$ cat config.mk
export PLATFORM = sky130hd
export DESIGN_NAME = circular_fifo_with_close_unit
export DESIGN_NICKNAME = d
export VERILOG_FILES = /design/src/rtl/core/cfwc_pkg.sv /design/src/rtl/core/cfwc_store.sv /design/src/rtl/core/cfwc_regs.sv /design/src/rtl/core/cfwc_ctrl.sv /design/src/rtl/core/circular_fifo_with_close_unit.sv
export VERILOG_INCLUDE_DIRS = /design/src /design/src/rtl/core
export SDC_FILE = /design/constraint.sdc
export NUM_CORES = 1
export LEC_CHECK = 0
export BUFFER_PORTS_ARGS = -buffer_cell sky130_fd_sc_hd__buf_4
export CAP_MARGIN = 20
export CORE_ASPECT_RATIO = 1.2
export CORE_UTILIZATION = 55
export CTS_CLUSTER_SIZE = 25
export DETAILED_ROUTE_END_ITERATION = 8
export GPL_TIMING_DRIVEN = 0
export MAX_ROUTING_LAYER = met4
export PLACE_DENSITY_LB_ADDON = 0.1
export SETUP_SLACK_MARGIN = 0.1
export SYNTH_ARGS = -nofsm -noshare
export SYNTH_HDL_FRONTEND = slang
export SYNTH_HIERARCHICAL = 1
export SYNTH_SLANG_ARGS = --single-unit
$ cat constraint.sdc
create_clock -name clk -period 6.5 [get_ports clk]
set_input_delay 0.975 -clock clk [delete_from_list [all_inputs] [get_ports clk]]
set_output_delay 0.975 -clock clk [all_outputs]
set_load 0.05 [all_outputs]
$ cat src/rtl/core/circular_fifo_with_close_unit_macros.svh
// Assertion helpers used by the controller of the circular FIFO with close.
// Both sample on the rising edge of clk and are off while rst is high.
`ifndef CIRCULAR_FIFO_WITH_CLOSE_UNIT_MACROS_SVH
`define CIRCULAR_FIFO_WITH_CLOSE_UNIT_MACROS_SVH

// The consequent must hold in the same cycle as the antecedent.
`define CFWC_ASSERT_NOW(label, ante, cons, msg) \
  label: assert property (@(posedge clk) disable iff (rst) (ante) |-> (cons)) \
    else $error(msg);

// The consequent must hold in the cycle after the antecedent.
`define CFWC_ASSERT_NEXT(label, ante, cons, msg) \
  label: assert property (@(posedge clk) disable iff (rst) (ante) |=> (cons)) \
    else $error(msg);

`endif

$ cat src/rtl/core/cfwc_pkg.sv
`default_nettype none

package cfwc_pkg;

  // Widths of the fixed fields on the ports.
  localparam int PORT_W = 32;
  localparam int LEN_W  = 5;

  typedef enum logic [1:0] {
    OP_PUT   = 2'd0,
    OP_GET   = 2'd1,
    OP_PEEK  = 2'd2,
    OP_CLOSE = 2'd3
  } op_t;

  typedef enum logic [1:0] {
    ST_OK     = 2'd0,
    ST_FULL   = 2'd1,
    ST_EMPTY  = 2'd2,
    ST_CLOSED = 2'd3
  } resp_code_t;

  // Register indexes on the configuration port.
  localparam logic REG_QUEUE_LENGTH = 1'b0;

  // Configuration as seen by the controller.
  typedef struct packed {
    logic [LEN_W-1:0] len;
    logic             clear_ptrs;
  } cfg_t;

endpackage

`default_nettype wire

$ cat src/rtl/core/cfwc_store.sv
`default_nettype none

module cfwc_store #(
  parameter int DEPTH      = 16,
  parameter int DATA_WIDTH = 32,
  parameter int AW         = 4
) (
  input  wire logic                  clk,
  input  wire logic                  we,
  input  wire logic [AW-1:0]         waddr,
  input  wire logic [DATA_WIDTH-1:0] wdata,
  input  wire logic                  re,
  input  wire logic [AW-1:0]         raddr,
  output logic      [DATA_WIDTH-1:0] rdata
);

  logic [DATA_WIDTH-1:0] mem [DEPTH];

  always_ff @(posedge clk) begin
    if (we) begin
      mem[waddr] <= wdata;
    end
  end

  // The read word is held until the next read.
  always_ff @(posedge clk) begin
    if (re) begin
      rdata <= mem[raddr];
    end
  end

endmodule

`default_nettype wire

$ cat src/rtl/core/cfwc_regs.sv
`default_nettype none

module cfwc_regs import cfwc_pkg::*; #(
  parameter int DEPTH = 16
) (
  input  wire logic              clk,
  input  wire logic              rst,
  input  wire logic              psel,
  input  wire logic              penable,
  input  wire logic              pwrite,
  input  wire logic [2:0]        paddr,
  input  wire logic [PORT_W-1:0] pwdata,
  output logic      [PORT_W-1:0] prdata,
  output logic                   pready,
  input  wire logic              fill_zero,
  output cfg_t                   cfg
);

  localparam logic [LEN_W-1:0] LEN_MAX   = LEN_W'((DEPTH < 31) ? DEPTH : 31);
  localparam logic [LEN_W-1:0] LEN_RESET = LEN_W'((DEPTH < 16) ? DEPTH : 16);

  logic [LEN_W-1:0] len;
  logic [LEN_W-1:0] len_next;
  logic [LEN_W-1:0] wr_value;
  logic             wr_hit;

  assign pready   = 1'b1;
  assign wr_value = pwdata[LEN_W-1:0];
  // A length write counts only while the FIFO holds nothing.
  assign wr_hit   = psel && penable && pwrite && (paddr[2] == REG_QUEUE_LENGTH) && fill_zero;

  always_comb begin
    if (wr_value == '0) begin
      len_next = LEN_W'(1);
    end else if (32'(wr_value) > DEPTH) begin
      len_next = LEN_MAX;
    end else begin
      len_next = wr_value;
    end
  end

  always_ff @(posedge clk) begin
    if (rst) begin
      len <= LEN_RESET;
    end else if (wr_hit) begin
      len <= len_next;
    end
  end

  assign prdata         = (paddr[2] == REG_QUEUE_LENGTH) ? PORT_W'(len) : '0;
  assign cfg.len        = len;
  assign cfg.clear_ptrs = wr_hit;

endmodule

`default_nettype wire

$ cat src/rtl/core/cfwc_ctrl.sv
`default_nettype none

`include "circular_fifo_with_close_unit_macros.svh"

module cfwc_ctrl import cfwc_pkg::*; #(
  parameter int DATA_WIDTH = 32,
  parameter int AW         = 4
) (
  input  wire logic                  clk,
  input  wire logic                  rst,
  input  cfg_t                       cfg,
  output logic                       fill_zero,
  input  wire logic                  item_valid,
  output logic                       item_stall,
  input  wire logic [1:0]            operation,
  input  wire logic [PORT_W-1:0]     data_in,
  input  wire logic                  drain_on_close,
  output logic                       result_valid,
  input  wire logic                  result_stall,
  output logic      [PORT_W-1:0]     data_out,
  output logic                       data_valid,
  output logic      [1:0]            status,
  output logic      [LEN_W-1:0]      occupancy,
  output logic                       empty_flag,
  output logic                       full_flag,
  output logic                       last,
  output logic                       mem_we,
  output logic      [AW-1:0]         mem_waddr,
  output logic      [DATA_WIDTH-1:0] mem_wdata,
  output logic                       mem_re,
  output logic      [AW-1:0]         mem_raddr,
  input  wire logic [DATA_WIDTH-1:0] mem_rdata
);

  typedef enum logic {
    S_IDLE,
    S_WAIT
  } state_t;

  state_t           state;
  logic [AW-1:0]    rp;
  logic [AW-1:0]    wp;
  logic [LEN_W-1:0] fill;
  logic             closed;
  logic             draining;

  logic             out_free;
  logic             item_acc;
  logic             wait_load;
  logic             more_drain;
  logic [LEN_W-1:0] fill_inc;
  logic [LEN_W-1:0] fill_dec;

  // Decode of an accepted item.
  logic             put_write;
  logic             take_word;
  logic             go_wait;
  logic             go_drain;
  logic             set_closed;
  resp_code_t       imm_status;
  logic [LEN_W-1:0] imm_occ;

  logic [63:0]      in_wide;
  logic [63:0]      rd_wide;

  function automatic logic [AW-1:0] advance(input logic [AW-1:0] p, input logic [LEN_W-1:0] l);
    if (32'(p) + 32'd1 >= 32'(l)) begin
      return '0;
    end
    return p + AW'(1);
  endfunction

  assign out_free   = !result_valid || !result_stall;
  assign item_stall = (state != S_IDLE) || !out_free;
  assign item_acc   = item_valid && !item_stall;
  assign wait_load  = (state == S_WAIT) && out_free;
  assign more_drain = wait_load && draining && (fill != '0);
  assign fill_inc   = fill + LEN_W'(1);
  assign fill_dec   = fill - LEN_W'(1);
  assign fill_zero  = (fill == '0);

  always_comb begin
    put_write  = 1'b0;
    take_word  = 1'b0;
    go_wait    = 1'b0;
    go_drain   = 1'b0;
    set_closed = 1'b0;
    imm_status = ST_OK;
    imm_occ    = fill;
    case (op_t'(operation))
      OP_PUT: begin
        if (closed) begin
          imm_status = ST_CLOSED;
        end else if (fill >= cfg.len) begin
          imm_status = ST_FULL;
        end else begin
          put_write = 1'b1;
          imm_occ   = fill_inc;
        end
      end
      OP_GET: begin
        if (closed) begin
          imm_status = ST_CLOSED;
        end else if (fill == '0) begin
          imm_status = ST_EMPTY;
        end else begin
          take_word = 1'b1;
          go_wait   = 1'b1;
        end
      end
      OP_PEEK: begin
        go_wait = (fill != '0);
      end
      OP_CLOSE: begin
        set_closed = 1'b1;
        if (drain_on_close && (fill != '0)) begin
          take_word = 1'b1;
          go_wait   = 1'b1;
          go_drain  = 1'b1;
        end
      end
      default: begin
        imm_status = ST_OK;
      end
    endcase
  end

  // Every read is of the oldest word.
  assign in_wide   = 64'(data_in);
  assign rd_wide   = 64'(mem_rdata);
  assign mem_we    = item_acc && put_write;
  assign mem_waddr = wp;
  assign mem_wdata = in_wide[DATA_WIDTH-1:0];
  assign mem_re    = (item_acc && go_wait) || more_drain;
  assign mem_raddr = rp;

  always_ff @(posedge clk) begin
    if (rst) begin
      state        <= S_IDLE;
      result_valid <= 1'b0;
      rp           <= '0;
      wp           <= '0;
      fill         <= '0;
      closed       <= 1'b0;
      draining     <= 1'b0;
    end else begin
      if (result_valid && !result_stall) begin
        result_valid <= 1'b0;
      end
      if (cfg.clear_ptrs) begin
        rp <= '0;
        wp <= '0;
      end
      case (state)
        S_IDLE: begin
          if (item_acc) begin
            if (set_closed) begin
              closed <= 1'b1;
            end
            if (put_write) begin
              wp   <= advance(wp, cfg.len);
              fill <= fill_inc;
            end
            if (take_word) begin
              rp   <= advance(rp, cfg.len);
              fill <= fill_dec;
            end
            if (go_wait) begin
              state    <= S_WAIT;
              draining <= go_drain;
            end else begin
              result_valid <= 1'b1;
              data_out     <= '0;
              data_valid   <= 1'b0;
              status       <= imm_status;
              occupancy    <= imm_occ;
              empty_flag   <= (imm_occ == '0);
              full_flag    <= (imm_occ == cfg.len);
              last         <= 1'b1;
            end
          end
        end
        S_WAIT: begin
          if (wait_load) begin
            // The word for this transfer is already out of the array; for a get or a
            // drain the count already reflects its removal.
            result_valid <= 1'b1;
            data_out     <= rd_wide[PORT_W-1:0];
            data_valid   <= 1'b1;
            status       <= ST_OK;
            occupancy    <= fill;
            empty_flag   <= (fill == '0);
            full_flag    <= (fill == cfg.len);
            last         <= !draining || (fill == '0);
            if (more_drain) begin
              rp   <= advance(rp, cfg.len);
              fill <= fill_dec;
            end else begin
              state    <= S_IDLE;
              draining <= 1'b0;
            end
          end
        end
        default: begin
          state <= S_IDLE;
        end
      endcase
    end
  end

  `CFWC_ASSERT_NOW(a_fill_bound, 1'b1, fill <= cfg.len, "fill count above active length")
  `CFWC_ASSERT_NEXT(a_closed_sticks, closed, closed, "closed flag cleared without reset")
  `CFWC_ASSERT_NEXT(a_get_takes_one, item_acc && take_word && !go_drain,
    fill == $past(fill) - 5'd1, "get did not remove exactly one word")
  `CFWC_ASSERT_NEXT(a_drain_ends, wait_load && draining && (fill == '0),
    (state == S_IDLE) && result_valid && last, "drain did not end on its last word")

endmodule

`default_nettype wire

$ cat src/rtl/core/circular_fifo_with_close_unit.sv
`default_nettype none

// Ring-buffer FIFO with a close operation. Each transfer on the item channel
// carries one operation: put, get, peek or close. Put, a failed get, a peek
// on an empty FIFO and a close without draining present their result in the
// output register in the cycle after they are accepted. A successful get and
// a peek on a non-empty FIFO first read the word from the synchronous array
// and wait for it in the wait state before the result is registered. A
// draining close makes one array read per stored word and produces one result
// transfer per word with last set on the final one. The item channel stalls
// while a read is outstanding and while the output register holds a result
// that has not been taken. There is no clearing pass after reset: the array
// holds no reset value and only written entries are ever read.
module circular_fifo_with_close_unit import cfwc_pkg::*; #(
  parameter int DEPTH      = 16,
  parameter int DATA_WIDTH = 32
) (
  input  wire logic              clk,
  input  wire logic              rst,

  // Configuration port. Register 0 at byte address 0 is queue_length.
  input  wire logic              psel,
  input  wire logic              penable,
  input  wire logic              pwrite,
  input  wire logic [2:0]        paddr,
  input  wire logic [PORT_W-1:0] pwdata,
  output logic      [PORT_W-1:0] prdata,
  output logic                   pready,

  // Item channel.
  input  wire logic              item_valid,
  output logic                   item_stall,
  input  wire logic [1:0]        operation,
  input  wire logic [PORT_W-1:0] data_in,
  input  wire logic              drain_on_close,

  // Result channel.
  output logic                   result_valid,
  input  wire logic              result_stall,
  output logic      [PORT_W-1:0] data_out,
  output logic                   data_valid,
  output logic      [1:0]        status,
  output logic      [LEN_W-1:0]  occupancy,
  output logic                   empty_flag,
  output logic                   full_flag,
  output logic                   last
);

  // Pointer width follows the array depth.
  localparam int AW = $clog2(DEPTH);

  cfg_t                  cfg;
  logic                  fill_zero;
  logic                  mem_we;
  logic [AW-1:0]         mem_waddr;
  logic [DATA_WIDTH-1:0] mem_wdata;
  logic                  mem_re;
  logic [AW-1:0]         mem_raddr;
  logic [DATA_WIDTH-1:0] mem_rdata;

  // The length register. A write is ignored unless the FIFO is empty, and an
  // accepted write also returns both pointers to the first slot.
  cfwc_regs #(
    .DEPTH (DEPTH)
  ) u_regs (
    .clk       (clk),
    .rst       (rst),
    .psel      (psel),
    .penable   (penable),
    .pwrite    (pwrite),
    .paddr     (paddr),
    .pwdata    (pwdata),
    .prdata    (prdata),
    .pready    (pready),
    .fill_zero (fill_zero),
    .cfg       (cfg)
  );

  // Pointers, fill count, closed flag, sequencing and the output register.
  cfwc_ctrl #(
    .DATA_WIDTH (DATA_WIDTH),
    .AW         (AW)
  ) u_ctrl (
    .clk            (clk),
    .rst            (rst),
    .cfg            (cfg),
    .fill_zero      (fill_zero),
    .item_valid     (item_valid),
    .item_stall     (item_stall),
    .operation      (operation),
    .data_in        (data_in),
    .drain_on_close (drain_on_close),
    .result_valid   (result_valid),
    .result_stall   (result_stall),
    .data_out       (data_out),
    .data_valid     (data_valid),
    .status         (status),
    .occupancy      (occupancy),
    .empty_flag     (empty_flag),
    .full_flag      (full_flag),
    .last           (last),
    .mem_we         (mem_we),
    .mem_waddr      (mem_waddr),
    .mem_wdata      (mem_wdata),
    .mem_re         (mem_re),
    .mem_raddr      (mem_raddr),
    .mem_rdata      (mem_rdata)
  );

  // Slot array. Writes and reads never meet on one edge, since a put and the
  // read that could follow it are always separate transfers.
  cfwc_store #(
    .DEPTH      (DEPTH),
    .DATA_WIDTH (DATA_WIDTH),
    .AW         (AW)
  ) u_store (
    .clk   (clk),
    .we    (mem_we),
    .waddr (mem_waddr),
    .wdata (mem_wdata),
    .re    (mem_re),
    .raddr (mem_raddr),
    .rdata (mem_rdata)
  );

endmodule

`default_nettype wire

After elaboration in Yosys (flattened, before gate mapping)
Memories as Yosys holds them, arrays and structs flattened. A register that Yosys moved wholly into a read port is not among the register bits.
Index checks and enable logic that the tools add are counted.
Storage, ports and cells
  output and inout port bits: 78
  input port bits: 77
  memory bits (writable): 512
  memories kept: 1
  logic and storage cells: 172
  flip-flop bits (word level): 65
Operators by class
  add/subtract/negate cells: 6
  mux-type cells: 101
  $lt $le $gt $ge: 4
  equal/unequal tests: 12
  reductions and logical operators: 30
  bitwise logic cells: 3
Memories
  u_store.mem: words 16, bits a word 32, read ports 1, clocked after memory_dff 1, wr ports 1, line cfwc_store.sv:17  | logic [DATA_WIDTH-1:0] mem [DEPTH];
Operators with widths (count)
  two-way mux 32 bit: 3
  two-way mux 5 bit: 14
  greater-or-equal comparator 32 x 5 -> 1 bit: 2
  case mux 32 bit (2 select lines): 1
  two-way mux 4 bit: 14
  two-way mux 1 bit: 49
  case mux 5 bit (2 select lines): 2
  case mux 1 bit (2 select lines): 8
  zero test 5 bit: 3
  logical AND 1 bit: 12
  two-way mux 2 bit: 6
  AND reduction 4 bit: 3
  adder 4 x 1 -> 5 bit (second input constant): 2
  == test 5 bit: 2
  adder 4 x 1 -> 4 bit (second input constant): 2
  inequality test 2 bit (second input constant): 4
  case mux 2 bit (2 select lines): 2
  case mux 4 bit (2 select lines): 1
  adder 5 x 1 -> 5 bit (second input constant): 1
  greater-or-equal comparator 5 bit: 1
  greater-than comparator 5 bit (second input constant): 1
  zero test 1 bit: 5
  nonzero test 5 bit: 1
  subtractor 5 x 1 -> 5 bit (second input constant): 1
  9 further kinds: 16

Depth between registers and ports, before layout
  depth in word-level cells: 13
  depth in mapped cells: 10
  gate-level depth less buffers: 9

Hierarchy
The synthesis kept the hierarchy.
By module, submodules not included
  cfwc_store: cells each 838, instances 1, area each 20174.3 sq um, seq. area each 16335.7 sq um
  cfwc_ctrl: cells each 336, instances 1, area each 3535.9 sq um, seq. area each 1631.6 sq um
  cfwc_regs: cells each 63, instances 1, area each 513.0 sq um, seq. area each 100.1 sq um

Worst setup path after synthesis
Ideal clock, no wire load.
  path type: input to register
  start point: input port operation[0]
  end point: register u_ctrl.data_out[0] (enable)
  arrival time: 4776 ps
  path buffers: 0
  slack: 1210 ps
  cell stages on the path: 5
  required time: 5986 ps
  path through: inv_1 o21ai_0 a21o_1 nand2_1 a221oi_1
On the way
  cells in the longest elaborated chain, start to end: 4
Ends and longest elaborated chain
  start, declared: line circular_fifo_with_close_unit.sv:33  | input wire logic [1:0] operation,
  == test 2 bit / == test 2 x 1 -> 1 bit (equally long branches): line cfwc_ctrl.sv:90  | case (op_t'(operation))
  case mux 1 bit (3 select lines) (*): line cfwc_ctrl.sv:90
  inequality test 2 bit (no line) (*)
  AND reduction 4 bit (no line) (*)
  end signal, assigned: line cfwc_ctrl.sv:188  | data_out <= rd_wide[PORT_W-1:0];
  end, declared: line cfwc_ctrl.sv:20  | output logic [PORT_W-1:0] data_out,
Mark *: on every way between the ends. The rest lies on a longest branch, timed or not.
A chain may end at the register's enable or synchronous reset.

Worst setup path after layout
  start point: register u_ctrl.fill[0]
  end point: memory u_store.mem[0][16] (enable)
On the way
  cells in the longest elaborated chain, start to end: 7
Ends and longest elaborated chain
  start, declared: line cfwc_ctrl.sv:43  | logic [LEN_W-1:0] fill;
  start signal, assigned: line cfwc_ctrl.sv:162  | fill <= fill_inc;
  start signal, assigned: line cfwc_ctrl.sv:166  | fill <= fill_dec;
  start signal, assigned: line cfwc_ctrl.sv:197  | fill <= fill_dec;
  greater-or-equal comparator 5 bit: line cfwc_ctrl.sv:94  | end else if (fill >= cfg.len) begin
  two-way mux 1 bit: line cfwc_ctrl.sv:94
  two-way mux 1 bit: line cfwc_ctrl.sv:92  | if (closed) begin
  two-way mux 1 bit: line cfwc_ctrl.sv:90
  logical AND 1 bit: line cfwc_ctrl.sv:131  | assign mem_we = item_acc && put_write;
  via mem_we: line circular_fifo_with_close_unit.sv:54  | logic mem_we;
  two-way mux 1 bit: line cfwc_store.sv:20  | if (we) begin
  two-way mux 1 bit (implied by the code): line cfwc_store.sv:21  | mem[waddr] <= wdata;
  end, declared: line cfwc_store.sv:17
The timed path passes the listed nets, and every way through them passes these cells.

==> out/metrics.yaml <==
status:
  outcome: "complete, no violations"
worst_hold_path:
  hold-path-cell-count: 2
  hp-class: "flip-flop to flip-flop"
cells_and_area:
  regArea_um2: 18100
  layout-drive-gt1-share_pct: 28.6
  final_common_cell: "edfxtp_1"
  fin_area_um2: 27800
  final_core_util_pct: 64.5
  fillCellCount: 2911
  multi_input_area_um2: 5600
  final_cell_mix: "587 x edfxtp_1, 138 x buf_4, 128 x mux4_2, 64 x a22oi_1, 59 x nand2_1"
  final_cells: 2011
  nets: 1514
  area_growth_pct: 14.8
die:
  dieArea_um2: 44900
  core_area_um2: 43100
  die_y_um: 232
  io_pins: 155
  fp-row-count: 83
  die_x_um: 194
  start_util_pct: 56.2
detailed_routing:
  drcViolationCount: 0
  vias_per_cell: 6.01
  drtIter0Drc: 1088
  via_count: 12100
  routed_wl_mm: 51.4
  first_pass_iters: 7
  post_drt_wl_per_cell_um: 25.5
  final_antenna_net_count: 0
logic_synthesis:
  seq_area_frac_synth_pct: 74.6
  synth_edf_count: 587
  yosys.area.top_type_share_pct: 72.8
  netlist_instances: 1237
  synth-async-reset-ratio_pct: 0
  syn-cell-area_um2: 24200
  yosysWarnings: 6
  ys_ff_latch: 609
  synth_area_leaders: "edfxtp_1 73%, mux4_2 12%, buf_4 2.3%"
  synth-main-ff-cell: "edfxtp_1"
  syn_area_per_cell_um2: 19.6
  synth_cell_type_count: 64
  yosysTopAreaCell: "edfxtp_1"
cts:
  cts-buffers-inserted: 55
  holdBufCountCts: 0
  clkTransAtPathRegs_ns: 0.06
  post_cts_buffers: 0
  insertion_delay_ns: 0.58
  clock-root-buffer: "clkbuf_16"
  cts_tree: "done"
  cts_htree_levels: 2
  cts.repair.resized: 0
  cts.path.max_buffers: 3
  cts_sinks: 609
global_route:
  antenna_found_initial: 1
  grt_pass1_wl_mm: 76.8
  grt_overflow: 0
  first_global_vias: 12200
  track_usage_pct: 24.1
  grt_max_degree: 24
critical_path:
  path_class: "flip-flop to flip-flop"
  crit_required_ns: 6.78
  cp_data_arrival_time_ns: 4.59
  r2r.worst_path.cells: 10
  worst_setup_path_end_kind: "flip-flop"
  crit_path_max_fanout: 9
  start_kind: "flip-flop"
sta:
  final.min_clock_period_ns: 4.31
  hold_viol_final: 0
  finalSetupViolCount: 0
  relSlewSlack_pct: 33.9
  setup_tns_ns: 0
  rsz0062_at_grt: "no"
  finalClockSkew_ns: 0.0134
  timing.hold.ws_ns: 0.502
  drv_slew: 0
  fin_crit_sh_pct: 66.2
  worst_slew_pin_slew_ns: 0.992
  max_freq_ghz: 0.232
pwr:
  power_leakage_uw: 0.00908
  ir_drop_v: 0.000267
  powerDensity_nw_per_um2: 279
place:
  dp_hpwl_mm: 33.1
  gp_congestion: 0.864
  dpl_cell_area_um2: 26100
  io_buffers: 65
  dpl.cell_count: 1912
run:
  cap_violations: 0
sequential cells by signal, indices dropped and copies added, names as in the netlist:
signal               count
u_ctrl/mem_raddr         4
u_ctrl/data_valid        1
u_regs/len               5
u_ctrl/status            2
u_ctrl/state             1
u_ctrl/data_out         32
u_ctrl/draining          1
u_ctrl/mem_waddr         4
u_ctrl/last              1
u_ctrl/full_flag         1
u_store/mem            512
u_ctrl/empty_flag        1
u_store/rdata           32
u_ctrl/closed            1
u_ctrl/occupancy         5
u_ctrl/fill              5
u_ctrl/result_valid      1
routing by layer:
metal,GRT usage (%),wire length [um]
met5,-,0
met4,7.05,1230
met3,2.96,2790
met2,39.8,26100
met1,31.8,21200
Yosys cell counts (all sizes together) (4+ instances only):
library cell  number
buf               90
nand2             61
and2b              5
nand3b             5
mux2i              6
a21oi             26
a211oi             6
clkbuf            24
or3                5
edfxtp           587
nand3              8
o21ai             18
a22oi             64
mux4             128
and2              36
nand2b             7
inv               12
a21o               7
nor2b              6
dfxtp             22
ha                20
nor3               9
xnor2             11
or2                4
nor2              29
where the power goes:
| group | total, uW | switching [uW] | internal [uW] | leakage [uW] |
|---|---|---|---|---|
| combinational | 360 | 237 | 122 | 0.00278 |
| sequential | 4340 | 13.4 | 4330 | 0.00548 |
| clock | 3050 | 1340 | 1700 | 0.000819 |
cell families (layout without fill, tap and decap cells):
family | Yosys count | count (layout) | share of synthesized area, %
DFF | 609 | 609 | 74.6
xor gates and xnor gates | 14 | 14 | 0.506
other | 2 | 29 | 0.0310
and+or+nand+nor | 189 | 189 | 4.26
buffers and inverters | 129 | 324 | 3.23
muxes | 134 | 134 | 12.1
AOI/OAI and AO/OA | 140 | 140 | 4.21
adders and majority gates | 20 | 20 | 1.03
through the flow:
step | total power (uW) | setup WS (ns)
after global routing | 7980 | 2.05
after global placement | 4770 | -1.96
after CTS | 7810 | 2.22
final | 7750 | 2.19
after detailed placement | 4790 | 1.95
after floorplan | 4680 | 1.21
final cells by class:
cell class                 count  share of cell area, %
timing repair buffer          97                   3.57
clock inverter                30                  0.864
clock buffer                  68                   5.13
multi-input combinational    525                   20.1
antenna                        1                0.00900
buffer                       114                   2.60
inverter                      15                  0.216
tap                          552                   2.48
sequential                   609                   65.0
worst max-delay path, cell delays in order (launching register included):
cell	delay, ns
dfxtp_1	0.46
inv_1	0.22
ha_1	0.34
nor2b_1	0.12
o21ai_1	0.27
a2111oi_4	0.70
or3b_2	0.63
nor3_2	0.65
buf_6	0.25
buf_6	0.18
buf_6	0.17
path summary, 6_finish.rpt:
check,start,to,slack [ns]
worst max-delay path,u_ctrl/fill[0],u_store/mem[0][16],2.19
worst min-delay path,u_ctrl/draining,u_ctrl/draining,0.50
worst max register to register,u_ctrl/fill[0],u_store/mem[0][16],2.19
worst min register to register,u_ctrl/draining,u_ctrl/draining,0.50
Note: power is estimated with default switching activity, not from simulation.
